### src/hdl/deq_pkg.sv
// Package for the double-ended queue: default sizes, operation and status codes,
// and the command struct that drives the storage cells. No dependencies.
`timescale 1ns / 1ps

package deq_pkg;

    localparam int DEPTH      = 16;
    localparam int ELEM_WIDTH = 32;

    localparam logic [2:0] OP_PUSH_BACK  = 3'd0;
    localparam logic [2:0] OP_PUSH_FRONT = 3'd1;
    localparam logic [2:0] OP_POP_BACK   = 3'd2;
    localparam logic [2:0] OP_POP_FRONT  = 3'd3;
    localparam logic [2:0] OP_CLEAR      = 3'd4;
    localparam logic [2:0] OP_REPORT     = 3'd5;

    localparam logic [1:0] ST_DONE       = 2'd0;
    localparam logic [1:0] ST_FULL       = 2'd1;
    localparam logic [1:0] ST_EMPTY      = 2'd2;

    // Moves applied to the cell row at a clock edge; at most one bit is set.
    typedef struct packed {
        logic push_front;
        logic pop_front;
        logic push_back;
    } t_cell_cmd;

endpackage

### src/hdl/deq_cell.sv
// One storage cell of the double-ended queue row; holds one element.
// Depends on deq_pkg for the cell command struct.
`timescale 1ns / 1ps

module deq_cell #(
    parameter int W = deq_pkg::ELEM_WIDTH
) (
    input  logic               i_clk,
    input  deq_pkg::t_cell_cmd i_cmd,
    input  logic               i_occ_left,
    input  logic               i_occ_self,
    input  logic               i_occ_right,
    input  logic [W-1:0]       i_left_data,
    input  logic [W-1:0]       i_right_data,
    input  logic [W-1:0]       i_value,
    output logic [W-1:0]       o_data,
    output logic [W-1:0]       o_back_term
);

    logic [W-1:0] r_data;
    logic [W-1:0] n_data;

    // A push at the front shifts every element one cell toward the back, a pop at
    // the front shifts them toward the front. A push at the back lands in the first
    // free cell, the one whose left neighbor is occupied.
    always_comb begin
        n_data = r_data;
        if (i_cmd.push_front) begin
            n_data = i_left_data;
        end else if (i_cmd.pop_front) begin
            n_data = i_right_data;
        end else if (i_cmd.push_back && i_occ_left && !i_occ_self) begin
            n_data = i_value;
        end
    end

    always_ff @(posedge i_clk) begin
        r_data <= n_data;
    end

    assign o_data      = r_data;
    assign o_back_term = (i_occ_self && !i_occ_right) ? r_data : '0;

endmodule

### src/hdl/double_ended_queue.sv
// Top level of the double-ended queue: handshake, operation decode, count,
// cell row and result register. Depends on deq_pkg and deq_cell.
//
//  Channel   Direction  Handshake                   Payload
//  -------   ---------  --------------------------  ----------------------------------
//  request   in         i_in_valid / o_in_ready     i_op, i_value
//  result    out        o_out_valid / i_out_ready   o_status, o_count, o_is_empty,
//                                                   o_is_full, o_front_value,
//                                                   o_back_value
//
// For each request word, at the accepting edge the cell row and the count update,
// and at the next edge the result register loads from the new state.
// A new word is not taken while the previous one is still forming its result.
// The result register parts the two sides: a stalled result blocks only new words.
// Reset clears the count, the busy flag and the result valid, and holds the request
// side not ready; cell contents need no reset and there is no clearing pass.
`timescale 1ns / 1ps

module double_ended_queue #(
    parameter int DEPTH      = deq_pkg::DEPTH,
    parameter int ELEM_WIDTH = deq_pkg::ELEM_WIDTH,
    localparam int CW        = $clog2(DEPTH + 1)
) (
    input  logic                  i_clk,
    input  logic                  i_rst_n,
    input  logic                  i_in_valid,
    output logic                  o_in_ready,
    input  logic [2:0]            i_op,
    input  logic [ELEM_WIDTH-1:0] i_value,
    output logic                  o_out_valid,
    input  logic                  i_out_ready,
    output logic [1:0]            o_status,
    output logic [CW-1:0]         o_count,
    output logic                  o_is_empty,
    output logic                  o_is_full,
    output logic [ELEM_WIDTH-1:0] o_front_value,
    output logic [ELEM_WIDTH-1:0] o_back_value
);

    // Control state.
    logic [CW-1:0] r_count;
    logic [CW-1:0] n_count;
    logic          r_busy;
    logic [1:0]    r_status;
    logic [1:0]    n_status;
    logic          r_out_valid;

    // Result register payload.
    logic [1:0]            r_out_status;
    logic [CW-1:0]         r_out_count;
    logic                  r_out_empty;
    logic                  r_out_full;
    logic [ELEM_WIDTH-1:0] r_out_front;
    logic [ELEM_WIDTH-1:0] r_out_back;

    logic               accept;
    logic               full;
    logic               empty;
    deq_pkg::t_cell_cmd cmd;

    // Occupancy of each cell in thermometer form, plus the cell row's data.
    logic [DEPTH-1:0]      occ;
    logic [ELEM_WIDTH-1:0] cell_data [DEPTH];
    logic [ELEM_WIDTH-1:0] back_term [DEPTH];
    logic [ELEM_WIDTH-1:0] back_or;
    logic [ELEM_WIDTH-1:0] front_val;

    assign full   = (r_count == CW'(DEPTH));
    assign empty  = (r_count == '0);

    // A word is taken only out of reset, when no result is being formed and the
    // result register is free or is being emptied at this edge.
    assign o_in_ready = i_rst_n && !r_busy && (!r_out_valid || i_out_ready);
    assign accept     = i_in_valid && o_in_ready;

    // Operation decode. A rejected push or pop leaves the cells and the count
    // alone; clear only resets the count, since the cells past the count are dead.
    // Unused codes behave as report only.
    always_comb begin
        n_status = deq_pkg::ST_DONE;
        n_count  = r_count;
        cmd      = '0;
        unique case (i_op)
            deq_pkg::OP_PUSH_BACK: begin
                if (full) begin
                    n_status = deq_pkg::ST_FULL;
                end else begin
                    cmd.push_back = 1'b1;
                    n_count       = r_count + CW'(1);
                end
            end
            deq_pkg::OP_PUSH_FRONT: begin
                if (full) begin
                    n_status = deq_pkg::ST_FULL;
                end else begin
                    cmd.push_front = 1'b1;
                    n_count        = r_count + CW'(1);
                end
            end
            deq_pkg::OP_POP_BACK: begin
                if (empty) begin
                    n_status = deq_pkg::ST_EMPTY;
                end else begin
                    n_count = r_count - CW'(1);
                end
            end
            deq_pkg::OP_POP_FRONT: begin
                if (empty) begin
                    n_status = deq_pkg::ST_EMPTY;
                end else begin
                    cmd.pop_front = 1'b1;
                    n_count       = r_count - CW'(1);
                end
            end
            deq_pkg::OP_CLEAR: begin
                n_count = '0;
            end
            default: begin
            end
        endcase
        if (!accept) begin
            cmd = '0;
        end
    end

    // The cell row. Cell zero always holds the front element; the element count
    // decides which cells are live, and the last live cell holds the back element.
    generate
        for (genvar g = 0; g < DEPTH; g++) begin : g_cell
            localparam logic [CW-1:0] IDX = CW'(g);

            logic                  occ_left;
            logic                  occ_right;
            logic [ELEM_WIDTH-1:0] left_data;
            logic [ELEM_WIDTH-1:0] right_data;

            assign occ[g] = (IDX < r_count);

            if (g == 0) begin : g_first
                assign occ_left  = 1'b1;
                assign left_data = i_value;
            end else begin : g_inner_left
                assign occ_left  = occ[g-1];
                assign left_data = cell_data[g-1];
            end

            if (g == DEPTH - 1) begin : g_last
                assign occ_right  = 1'b0;
                assign right_data = '0;
            end else begin : g_inner_right
                assign occ_right  = occ[g+1];
                assign right_data = cell_data[g+1];
            end

            deq_cell #(
                .W (ELEM_WIDTH)
            ) u_cell (
                .i_clk        (i_clk),
                .i_cmd        (cmd),
                .i_occ_left   (occ_left),
                .i_occ_self   (occ[g]),
                .i_occ_right  (occ_right),
                .i_left_data  (left_data),
                .i_right_data (right_data),
                .i_value      (i_value),
                .o_data       (cell_data[g]),
                .o_back_term  (back_term[g])
            );
        end
    endgenerate

    // Only the last live cell drives a nonzero back term, so an OR over the row
    // selects the back element, and gives zero when the queue is empty.
    always_comb begin
        back_or = '0;
        for (int k = 0; k < DEPTH; k++) begin
            back_or = back_or | back_term[k];
        end
    end

    assign front_val = occ[0] ? cell_data[0] : '0;

    always_ff @(posedge i_clk) begin
        if (!i_rst_n) begin
            r_count     <= '0;
            r_busy      <= 1'b0;
            r_out_valid <= 1'b0;
        end else begin
            r_busy <= accept;
            if (accept) begin
                r_count <= n_count;
            end
            if (r_busy) begin
                r_out_valid <= 1'b1;
            end else if (i_out_ready) begin
                r_out_valid <= 1'b0;
            end
        end
    end

    // Status is registered when the word is taken and passed on to the result register;
    // the rest of the result is read from the updated cells and count.
    always_ff @(posedge i_clk) begin
        if (accept) begin
            r_status <= n_status;
        end
        if (r_busy) begin
            r_out_status <= r_status;
            r_out_count  <= r_count;
            r_out_empty  <= empty;
            r_out_full   <= full;
            r_out_front  <= front_val;
            r_out_back   <= back_or;
        end
    end

    assign o_out_valid   = r_out_valid;
    assign o_status      = r_out_status;
    assign o_count       = r_out_count;
    assign o_is_empty    = r_out_empty;
    assign o_is_full     = r_out_full;
    assign o_front_value = r_out_front;
    assign o_back_value  = r_out_back;

endmodule

### config.mk
export PLATFORM = sky130hd
export DESIGN_NAME = double_ended_queue
export DESIGN_NICKNAME = d
export VERILOG_FILES = /design/src/hdl/deq_pkg.sv /design/src/hdl/deq_cell.sv /design/src/hdl/double_ended_queue.sv
export SDC_FILE = /design/constraint.sdc
export NUM_CORES = 1
export LEC_CHECK = 0
export ABC_CLOCK_PERIOD_IN_PS = 10700
export BUFFER_PORTS_ARGS = -buffer_cell sky130_fd_sc_hd__buf_2
export CAP_MARGIN = 25
export CELL_PAD_IN_SITES_DETAIL_PLACEMENT = 0
export CELL_PAD_IN_SITES_GLOBAL_PLACEMENT = 1
export CORE_MARGIN = 8
export CORE_UTILIZATION = 52
export CTS_CLUSTER_DIAMETER = 200
export DETAILED_ROUTE_END_ITERATION = 8
export GPL_TIMING_DRIVEN = 0
export PLACE_DENSITY_LB_ADDON = 0.1
export RECOVER_POWER = 50
export SYNTH_ARGS = -nofsm -noshare
export SYNTH_HDL_FRONTEND = slang
export SYNTH_HIERARCHICAL = 1
export SYNTH_SLANG_ARGS = --single-unit
### constraint.sdc
create_clock -name i_clk -period 10.7 [get_ports i_clk]
set_clock_uncertainty 0.1 [all_clocks]
set_input_delay 2.14 -clock i_clk [delete_from_list [all_inputs] [get_ports i_clk]]
set_output_delay 2.14 -clock i_clk [all_outputs]
set_load 0.05 [all_outputs]
======== After elaboration in Yosys (flattened, before gate mapping) ========
Index checks and enable logic that the tools add are counted.
W data, S select, Z words.
word-level totals
  memories ................................ 0
  bits of input ports ..................... 39
  ROM bits ................................ 0
  bits in latches ......................... 0
  logic and storage cells ................. 235
  memory bits (writable) .................. 0
  output and inout bits ................... 75
  bits in registers ....................... 594
operators by class
  divide/modulo/power cells ............... 0
  multiply operators ...................... 0
  shifts and indexed selects .............. 0
  order comparisons ....................... 16
  reductions and logical operators ........ 91
  multiplexer cells ....................... 78
  bitwise logic cells ..................... 15
  eq/ne operators ......................... 7
  $add $sub $neg .......................... 2
operators by type and width
  cell                   number
  $mux W32               64
  $or A32 B32 Y32        15
  $reduce_bool A3 Y1     17
  $logic_and A1 B1 Y1    49
  $lt A4 B5 Y1 const A   8
  $lt A3 B5 Y1 const A   4
  $logic_not A1 Y1       18
  $pmux W5 S3            1
  $lt A1 B5 Y1 const A   2
  $lt A2 B5 Y1 const A   2
  $mux W5                2
  $mux W1                8
  $eq A3 B2 Y1 const B   2
  $add A5 B1 Y5 const B  1
  $eq A5 B5 Y1 const B   1
  $logic_not A5 Y1       1
  $sub A5 B1 Y5 const B  1
  $ne A2 B2 Y1 const B   2
  $pmux W2 S2            1
  $reduce_and A4 Y1      1
  $reduce_or A2 Y1       2
  $eq A3 B1 Y1 const B   1
  $eq A3 B3 Y1 const B   1
  $logic_not A3 Y1       1
  4 further kinds        4

======== Longest topological paths before layout ========
Gate-level depths: netlist of run 1.
  depth in word-level cells ............... 19
  gate-level depth with buffers ........... 10
  depth with buffers taken out ............ 8

======== By module ========
The synthesis of run 1 kept the hierarchy.
by module, submodules not included
  module              instances  seq. area each (µm²)  area each (µm²)  cells an instance
  deq_cell            16         960.9                 1904.3           178
  double_ended_queue  1          2392.3                4239.1           380

======== Least setup slack after synthesis of run 1 ========
Ideal clock, no wire load.
  kind .................................... input to register
  start point ............................. input i_rst_n
  end point ............................... register g_cell[0].u_cell.r_data[0] (enable)
  slack ................................... 4.258 ns
  setup time .............................. 0.466 ns
  buffers on the path ..................... 2
  arrival ................................. 5.876 ns
  required time ........................... 10.134 ns
  cell stages on the path ................. 8
  cell sequence ........................... nand2b_1 -> nor3b_2 -> nand2_1 -> nor3_1 -> buf_6 -> buf_12 -> nor2_1 -> o21ai_0
RTL lines
  what                  line                      source
  start, declared       double_ended_queue.sv:25  input logic i_rst_n,
  end signal, assigned  deq_cell.sv:38            r_data <= n_data;
  end, declared         deq_cell.sv:20            logic [W-1:0] r_data;

======== Worst setup path after layout of run 1 ========
  start point ............................. register r_busy
  end point ............................... output o_in_ready
between the ends
  longest elaborated chain between the ends .. 3
RTL lines
  what                              line                       source
  start, declared                   double_ended_queue.sv:43   logic r_busy;
  start signal, assigned            double_ended_queue.sv:189  r_busy <= accept;
  $logic_not A1 Y1                  double_ended_queue.sv:73   assign o_in_ready = i_rst_n && !r_busy && (!r_out_valid || i_out_ready);
  $logic_and A1 B1 Y1 (2 in a row)  double_ended_queue.sv:73
  end, declared                     double_ended_queue.sv:27   output logic o_in_ready,
No other way between the ends.

==> results.ini, run 1 <==
[sta]
tightest_slew_ns=2.29
slew_violations=78
max_freq_ghz=0.150
min_period_ns=6.67
setup_viol=0
slew_headroom_pct=-53.0
fin_tns_setup_ns=0
rsz0062_at_grt=false
finalCritPeriodShare_pct=62.3
hold_violations=0

[cells_and_area]
final_cell_area_mm2=0.0392
fillers=5512
multi_input_area_mm2=0.0153
layout-drive-gt1-share_pct=7.95
nNetsFinal=3507
register_area_mm2=0.0178
areaGrowthSynthToFinish_pct=13.0

[route]
drtAntennaViolNets=0
wl_met1_mm=43.1
avgRoutedWirePerCell_um=24.4
drc=0
met3WireLength_mm=5.21
drt_iter0_drc=2197
met2_length_mm=53.4
first_pass_iters=5
drt-total-wl_mm=107
highest_layer=met4
via_count=26200
viasPerCell=5.97

[logic_synthesis]
synth_most_common_cell=edfxtp_1
synthTopCellsByCount=edfxtp_1, and2_1, nand2_1
synthFlopType=edfxtp_1
yosysWarnings=6
netlist_instances=3228
syn-cell-area_mm2=0.0347
synth_seq_cells=594
async_flop_share_pct=0
yosysTopAreaCellShare_pct=50.8
synth-edff-count=587
avgSynthCellArea_um2=10.8
ys_seq_area_share_pct=51.2
yosys.area.top_type=edfxtp_1
ys_types=50
synth_area_leaders=edfxtp_1, mux2i_1, and2_1

[cts]
clock_path_buffers=3
cts_tree=yes
clkTransAtPathRegs_ns=0.07
numClockSinks=594
postCtsSetupBuffers=0
numCtsBuffers=70
hold_buffers=0
ctsHtreeMaxLevel=3
clock_latency_ns=0.62
cts-root-buf=clkbuf_16
cts-resized-gates=0

[placement]
portBuffers=112
hpwl_mm=84.1
place_congestion=0.932
dpl-instance-area_mm2=0.0371

[worst_setup_path]
end_kind=primary output
worstPathCellList=clkbuf_1 -> nand2b_1 -> nor2_1 -> buf_2
crit_path_top_delay_cell=clkbuf_1
cp_data_required_time_ns=8.46
cpPeakStageDelay_ns=1.71
start_kind=flip-flop
crit_family=buffers and inverters
crit_type=reg -> out
crit_buf_inv=2
cp.arrival_ns=4.43
path_max_fanout=40

[outcome]
failed_checks=capacitance limit, slew limit
status=finished, violations left

[worst_hold_path]
hp-class=reg -> reg

[global_route]
grt_max_degree=41
grt_antenna_before_repair=1
track_usage_pct=28.1
overflow=0
grt_pass1_wl_mm=161
grt_pass1_vias=27100

[pwr]
leakage_nw=12.0
ir_worst_vdd_mv=0.116
p_per_area_mw_per_mm2=147
p_total_mw=5.76

[floorplanning]
core-area_mm2=0.0660
io_pins=114
initial_core_util_pct=52.6
die_w_um=274
rows=94
dieArea_mm2=0.0753
chipHeight_um=274

[run]
maxCapViolCount=2

[metrics by stage]
step           hold WS [ns]  setup WS [ns]  cells  util [%]
2_1_floorplan         0.300           4.26   3260         -
3_3_place_gp          0.306           2.24   4236      55.3
3_5_place_dp          0.311           5.57   4257      56.3
4_1_cts               0.325           5.55   4385      59.8
5_1_grt               0.333           3.42   4385      59.4
6_report              0.321           4.03   4387      59.4
[cell families (layout without fill, tap and decap cells)]
family                   Yosys count  after routing  synth area share [%]
AO/OA/AOI/OAI                    558            558                  8.26
adder cells (fa/ha/maj)            3              3                 0.108
buffers and inverters            241            502                  5.57
flip-flops                       594            594                  51.2
multiplexers                     513            513                  14.8
other                              2             36                0.0216
AND/OR/NAND/NOR                 1317           1317                  20.0
[path summary, 6_finish.rpt]
check,to,slack [ns],start,cells past startpoint
setup / recovery,o_in_ready,4.03,r_busy,4
hold / removal,o_status[1],0.32,r_status[1],0
setup reg to reg,g_cell[5].u_cell/o_data[7],4.06,r_busy,10
hold reg to reg,o_status[1],0.32,r_status[1],0
[flip-flops by register name, summed over array words and instances, names as in the netlist, 2 cells and up]
name,cells
o_status,2
r_status,2
o_count,5
o_front_value,32
g_cell.u_cell/o_data,512
o_back_value,32
r_count,5
[where the power goes]
| group | internal, mW | switching [mW] |
|---|---|---|
| registers | 2.65 | 0.0371 |
| logic | 0.187 | 0.436 |
| clock network | 1.46 | 0.992 |
[per-layer routing]
layer	up-vias	global-route usage, %
li1	12100	-
met1	13000	34.4
met2	934	49.1
met3	218	2.90
met4	0	14.0
met5	-	0
[cell type report]
cell class | instances | share of cell area (%)
clock inverter | 44 | 1.11
clock buffer | 84 | 4.84
timing repair buffer | 133 | 2.31
tap | 864 | 2.76
buffer | 236 | 4.64
sequential | 594 | 45.3
inverter | 5 | 0.0478
multi-input combinational | 2425 | 39.0
antenna | 2 | 0.0128
[placed cells by master, fill, tap and decap left out, types with 3 or more instances in the layout]
cell and count:
nand3_1 6, dfxtp_1 7, o21ai_4 15, nor4_1 128
nor2b_4 15, mux2i_1 512, nor3b_1 4, inv_1 5
nand4_1 33, and2_0 24, buf_6 19, buf_2 52
conb_1 34, nand2_1 539, nor2b_1 3, o21ai_0 381
clkbuf_1 235, clkbuf_2 6, buf_16 11, buf_12 53
clkinvlp_4 4, ha_1 3, a21oi_1 3, clkinv_2 14
nand2b_1 6, clkbuf_16 74, o21bai_1 3, and2_1 523
edfxtp_1 587, o21ai_1 137, a21o_1 3, nor2_1 26
clkinv_1 14, bufinv_16 8
[worst register-to-register path, stage by stage (launching register included)]
cell	delay, ns
dfxtp_1	0.87
clkbuf_1	1.07
nand2b_1	0.54
nor3b_1	0.75
and3_1	0.44
clkbuf_1	0.97
clkbuf_1	0.53
clkbuf_1	0.46
nor2_1	0.14
o21ai_4	0.17
buf_12	0.25
(Power assumes the default switching activity.)
==> run 2, diff against run 1 <==
--- a/config.mk
+++ b/config.mk
@@ -5,13 +5,13 @@
 export SDC_FILE = /design/constraint.sdc
 export NUM_CORES = 1
 export LEC_CHECK = 0
-export ABC_CLOCK_PERIOD_IN_PS = 10700
+export ABC_CLOCK_PERIOD_IN_PS = 5730
 export BUFFER_PORTS_ARGS = -buffer_cell sky130_fd_sc_hd__buf_2
 export CAP_MARGIN = 25
 export CELL_PAD_IN_SITES_DETAIL_PLACEMENT = 0
 export CELL_PAD_IN_SITES_GLOBAL_PLACEMENT = 1
 export CORE_MARGIN = 8
-export CORE_UTILIZATION = 52
+export CORE_UTILIZATION = 46
 export CTS_CLUSTER_DIAMETER = 200
 export DETAILED_ROUTE_END_ITERATION = 8
 export GPL_TIMING_DRIVEN = 0
==> constraint.sdc (replaced) <==
create_clock -name i_clk -period 5.73 [get_ports i_clk]
set_clock_uncertainty 0.1 [all_clocks]
set_input_delay 1.146 -clock i_clk [delete_from_list [all_inputs] [get_ports i_clk]]
set_output_delay 1.146 -clock i_clk [all_outputs]
set_load 0.05 [all_outputs]
==> run 2 against run 1 <==
Effect of this change: the run still ends with capacitance limit, slew limit left; setup slack got worse by 3.2 ns; non-clock buffer count decreased by 1; total power increased by 86%; flip-flop and latch count unchanged; critical path depth increased by 6; die area increased by 12%.
==> results.ini, run 2 (synthesis results as in run 1) <==
[worst_setup_path]
cp_data_required_time_ns=5.93  ; -2.53 ns
end_kind=flip-flop
cp.arrival_ns=5.05  ; +0.62 ns
start_kind=flip-flop
path_max_fanout=35  ; -13%
crit_type=reg -> reg

[placement]
dpl-instance-area_mm2=0.0373  ; +0.39%
place_congestion=0.941  ; +1.0%
hpwl_mm=86.2  ; +2.4%
portBuffers=112  ; unchanged

[global_route]
grt_pass1_vias=27500  ; +1.7%
overflow=0  ; unchanged
grt_pass1_wl_mm=163  ; +1.5%
grt_max_degree=42  ; +2.4%
track_usage_pct=25.0  ; -3.1 points
grt_antenna_before_repair=1  ; unchanged

[cells_and_area]
nNetsFinal=3507  ; unchanged
largest_register_ffs=512  ; unchanged
final_common_cell=edfxtp_1
layout_common_cells=edfxtp_1, nand2_1, and2_1
areaGrowthSynthToFinish_pct=12.4
final_util_pct=52.3  ; -7.1 points
fillers=6623  ; +20%
layout-drive-gt1-share_pct=9.23  ; +1.3 points
final_cell_area_mm2=0.0390  ; -0.56%

[sta]
max_freq_ghz=0.206
fin_tns_setup_ns=0  ; unchanged
slew_violations=78  ; unchanged
hold_violations=0  ; unchanged
min_period_ns=4.85
rsz0062_at_grt=false
slew_headroom_pct=-63.5  ; -10 points
finalCritPeriodShare_pct=84.7
tightest_slew_ns=2.45  ; +0.157 ns
setup_viol=0  ; unchanged

[route]
avgRoutedWirePerCell_um=24.3  ; -0.52%
viasPerCell=5.79  ; -3.1%
drc=0  ; unchanged
drt_iter0_drc=2152  ; -2.0%
drt-total-wl_mm=109  ; +1.9%
drtAntennaViolNets=0  ; unchanged
via_count=26000  ; -0.82%
first_pass_iters=6  ; +1

[pwr]
leakage_nw=12.1  ; +0.95%
p_per_area_mw_per_mm2=274  ; +87%
ir_worst_vdd_mv=0.202  ; +75%

[cts]
hold_buffers=0  ; unchanged
numCtsBuffers=71  ; +1.4%
ctsHtreeMaxLevel=3  ; unchanged
cts_tree=yes
clock_path_buffers=3  ; unchanged
cts-resized-gates=0  ; unchanged
numClockSinks=594  ; unchanged
cts-root-buf=clkbuf_16
clock_latency_ns=0.61  ; about the same
clkTransAtPathRegs_ns=0.06  ; about the same
postCtsSetupBuffers=0  ; unchanged

[outcome]
status=finished, violations left
failed_checks=capacitance limit, slew limit

[floorplanning]
initial_core_util_pct=46.5  ; -6.1 points
io_pins=114  ; unchanged
core-area_mm2=0.0746  ; +13%
rows=100  ; +6.4%
die_w_um=291  ; +6.0%
chipHeight_um=291  ; +6.0%
dieArea_mm2=0.0845  ; +12%

[worst_hold_path]
hp-class=reg -> reg

[run]
maxCapViolCount=2  ; unchanged

[run 2: report_power, final]
group	total, mW	switching, mW	internal, mW
clock network	4.52	1.85	2.67
logic	1.17	0.825	0.349
registers	5.01	0.0685	4.94
[run 2: layer usage]
layer | vias up | part of all wire [%] | track usage [%]
li1 | 12100 | - | -
met1 | 12900 | 41 | 30.6
met2 | 801 | 49 | 43.6
met3 | 252 | 4.0 | 2.75
met4 | 0 | 5.3 | 12.3
met5 | - | 0 | 0
[run 2: final cells by class]
cell class / instances / area, um2 / share of cell area (%)
clock inverters: 40 / 337 / 0.863
inverters: 5 / 18.8 / 0.0481
plain buffers: 236 / 1460 / 3.75
diodes: 1 / 2.50 / 0.00642
well taps: 969 / 1210 / 3.11
clock buffers: 90 / 1970 / 5.06
flip-flops and latches: 594 / 17800 / 45.6
repair buffers: 132 / 926 / 2.37
multi-input cells: 2425 / 15300 / 39.2
[run 2: final timing paths]
check	slack, ns	cells after the start	startpoint	to
worst max-delay path	0.88	10	r_busy	g_cell[12].u_cell/o_data[31]
worst min-delay path	0.33	0	r_status[0]	o_status[0]
worst max register to register	0.88	10	r_busy	g_cell[12].u_cell/o_data[31]
worst min register to register	0.33	0	r_status[0]	o_status[0]
[run 2: critical path, stage by stage, from the launching register on]
cell	delay, ns
dfxtp_1	0.83
nand2b_1	0.46
nor3b_1	0.82
nand2_1	0.12
nor3_1	0.58
buf_8	0.26
clkbuf_1	0.60
buf_12	0.23
nor2_1	0.08
o21ai_4	0.19
buf_16	0.24
[run 2: metrics by stage]
stage | total power, mW | hold slack [ns] | setup WS, ns | std cells
6_report | 10.7 | 0.332 | 0.879 | 4492
4_1_cts | 10.8 | 0.324 | 1.19 | 4491
2_1_floorplan | 5.80 | 0.300 | 0.231 | 3260
3_3_place_gp | 6.25 | 0.305 | -2.66 | 4341
3_5_place_dp | 6.30 | 0.312 | 1.23 | 4361
5_1_grt | 11.0 | 0.339 | 0.528 | 4491
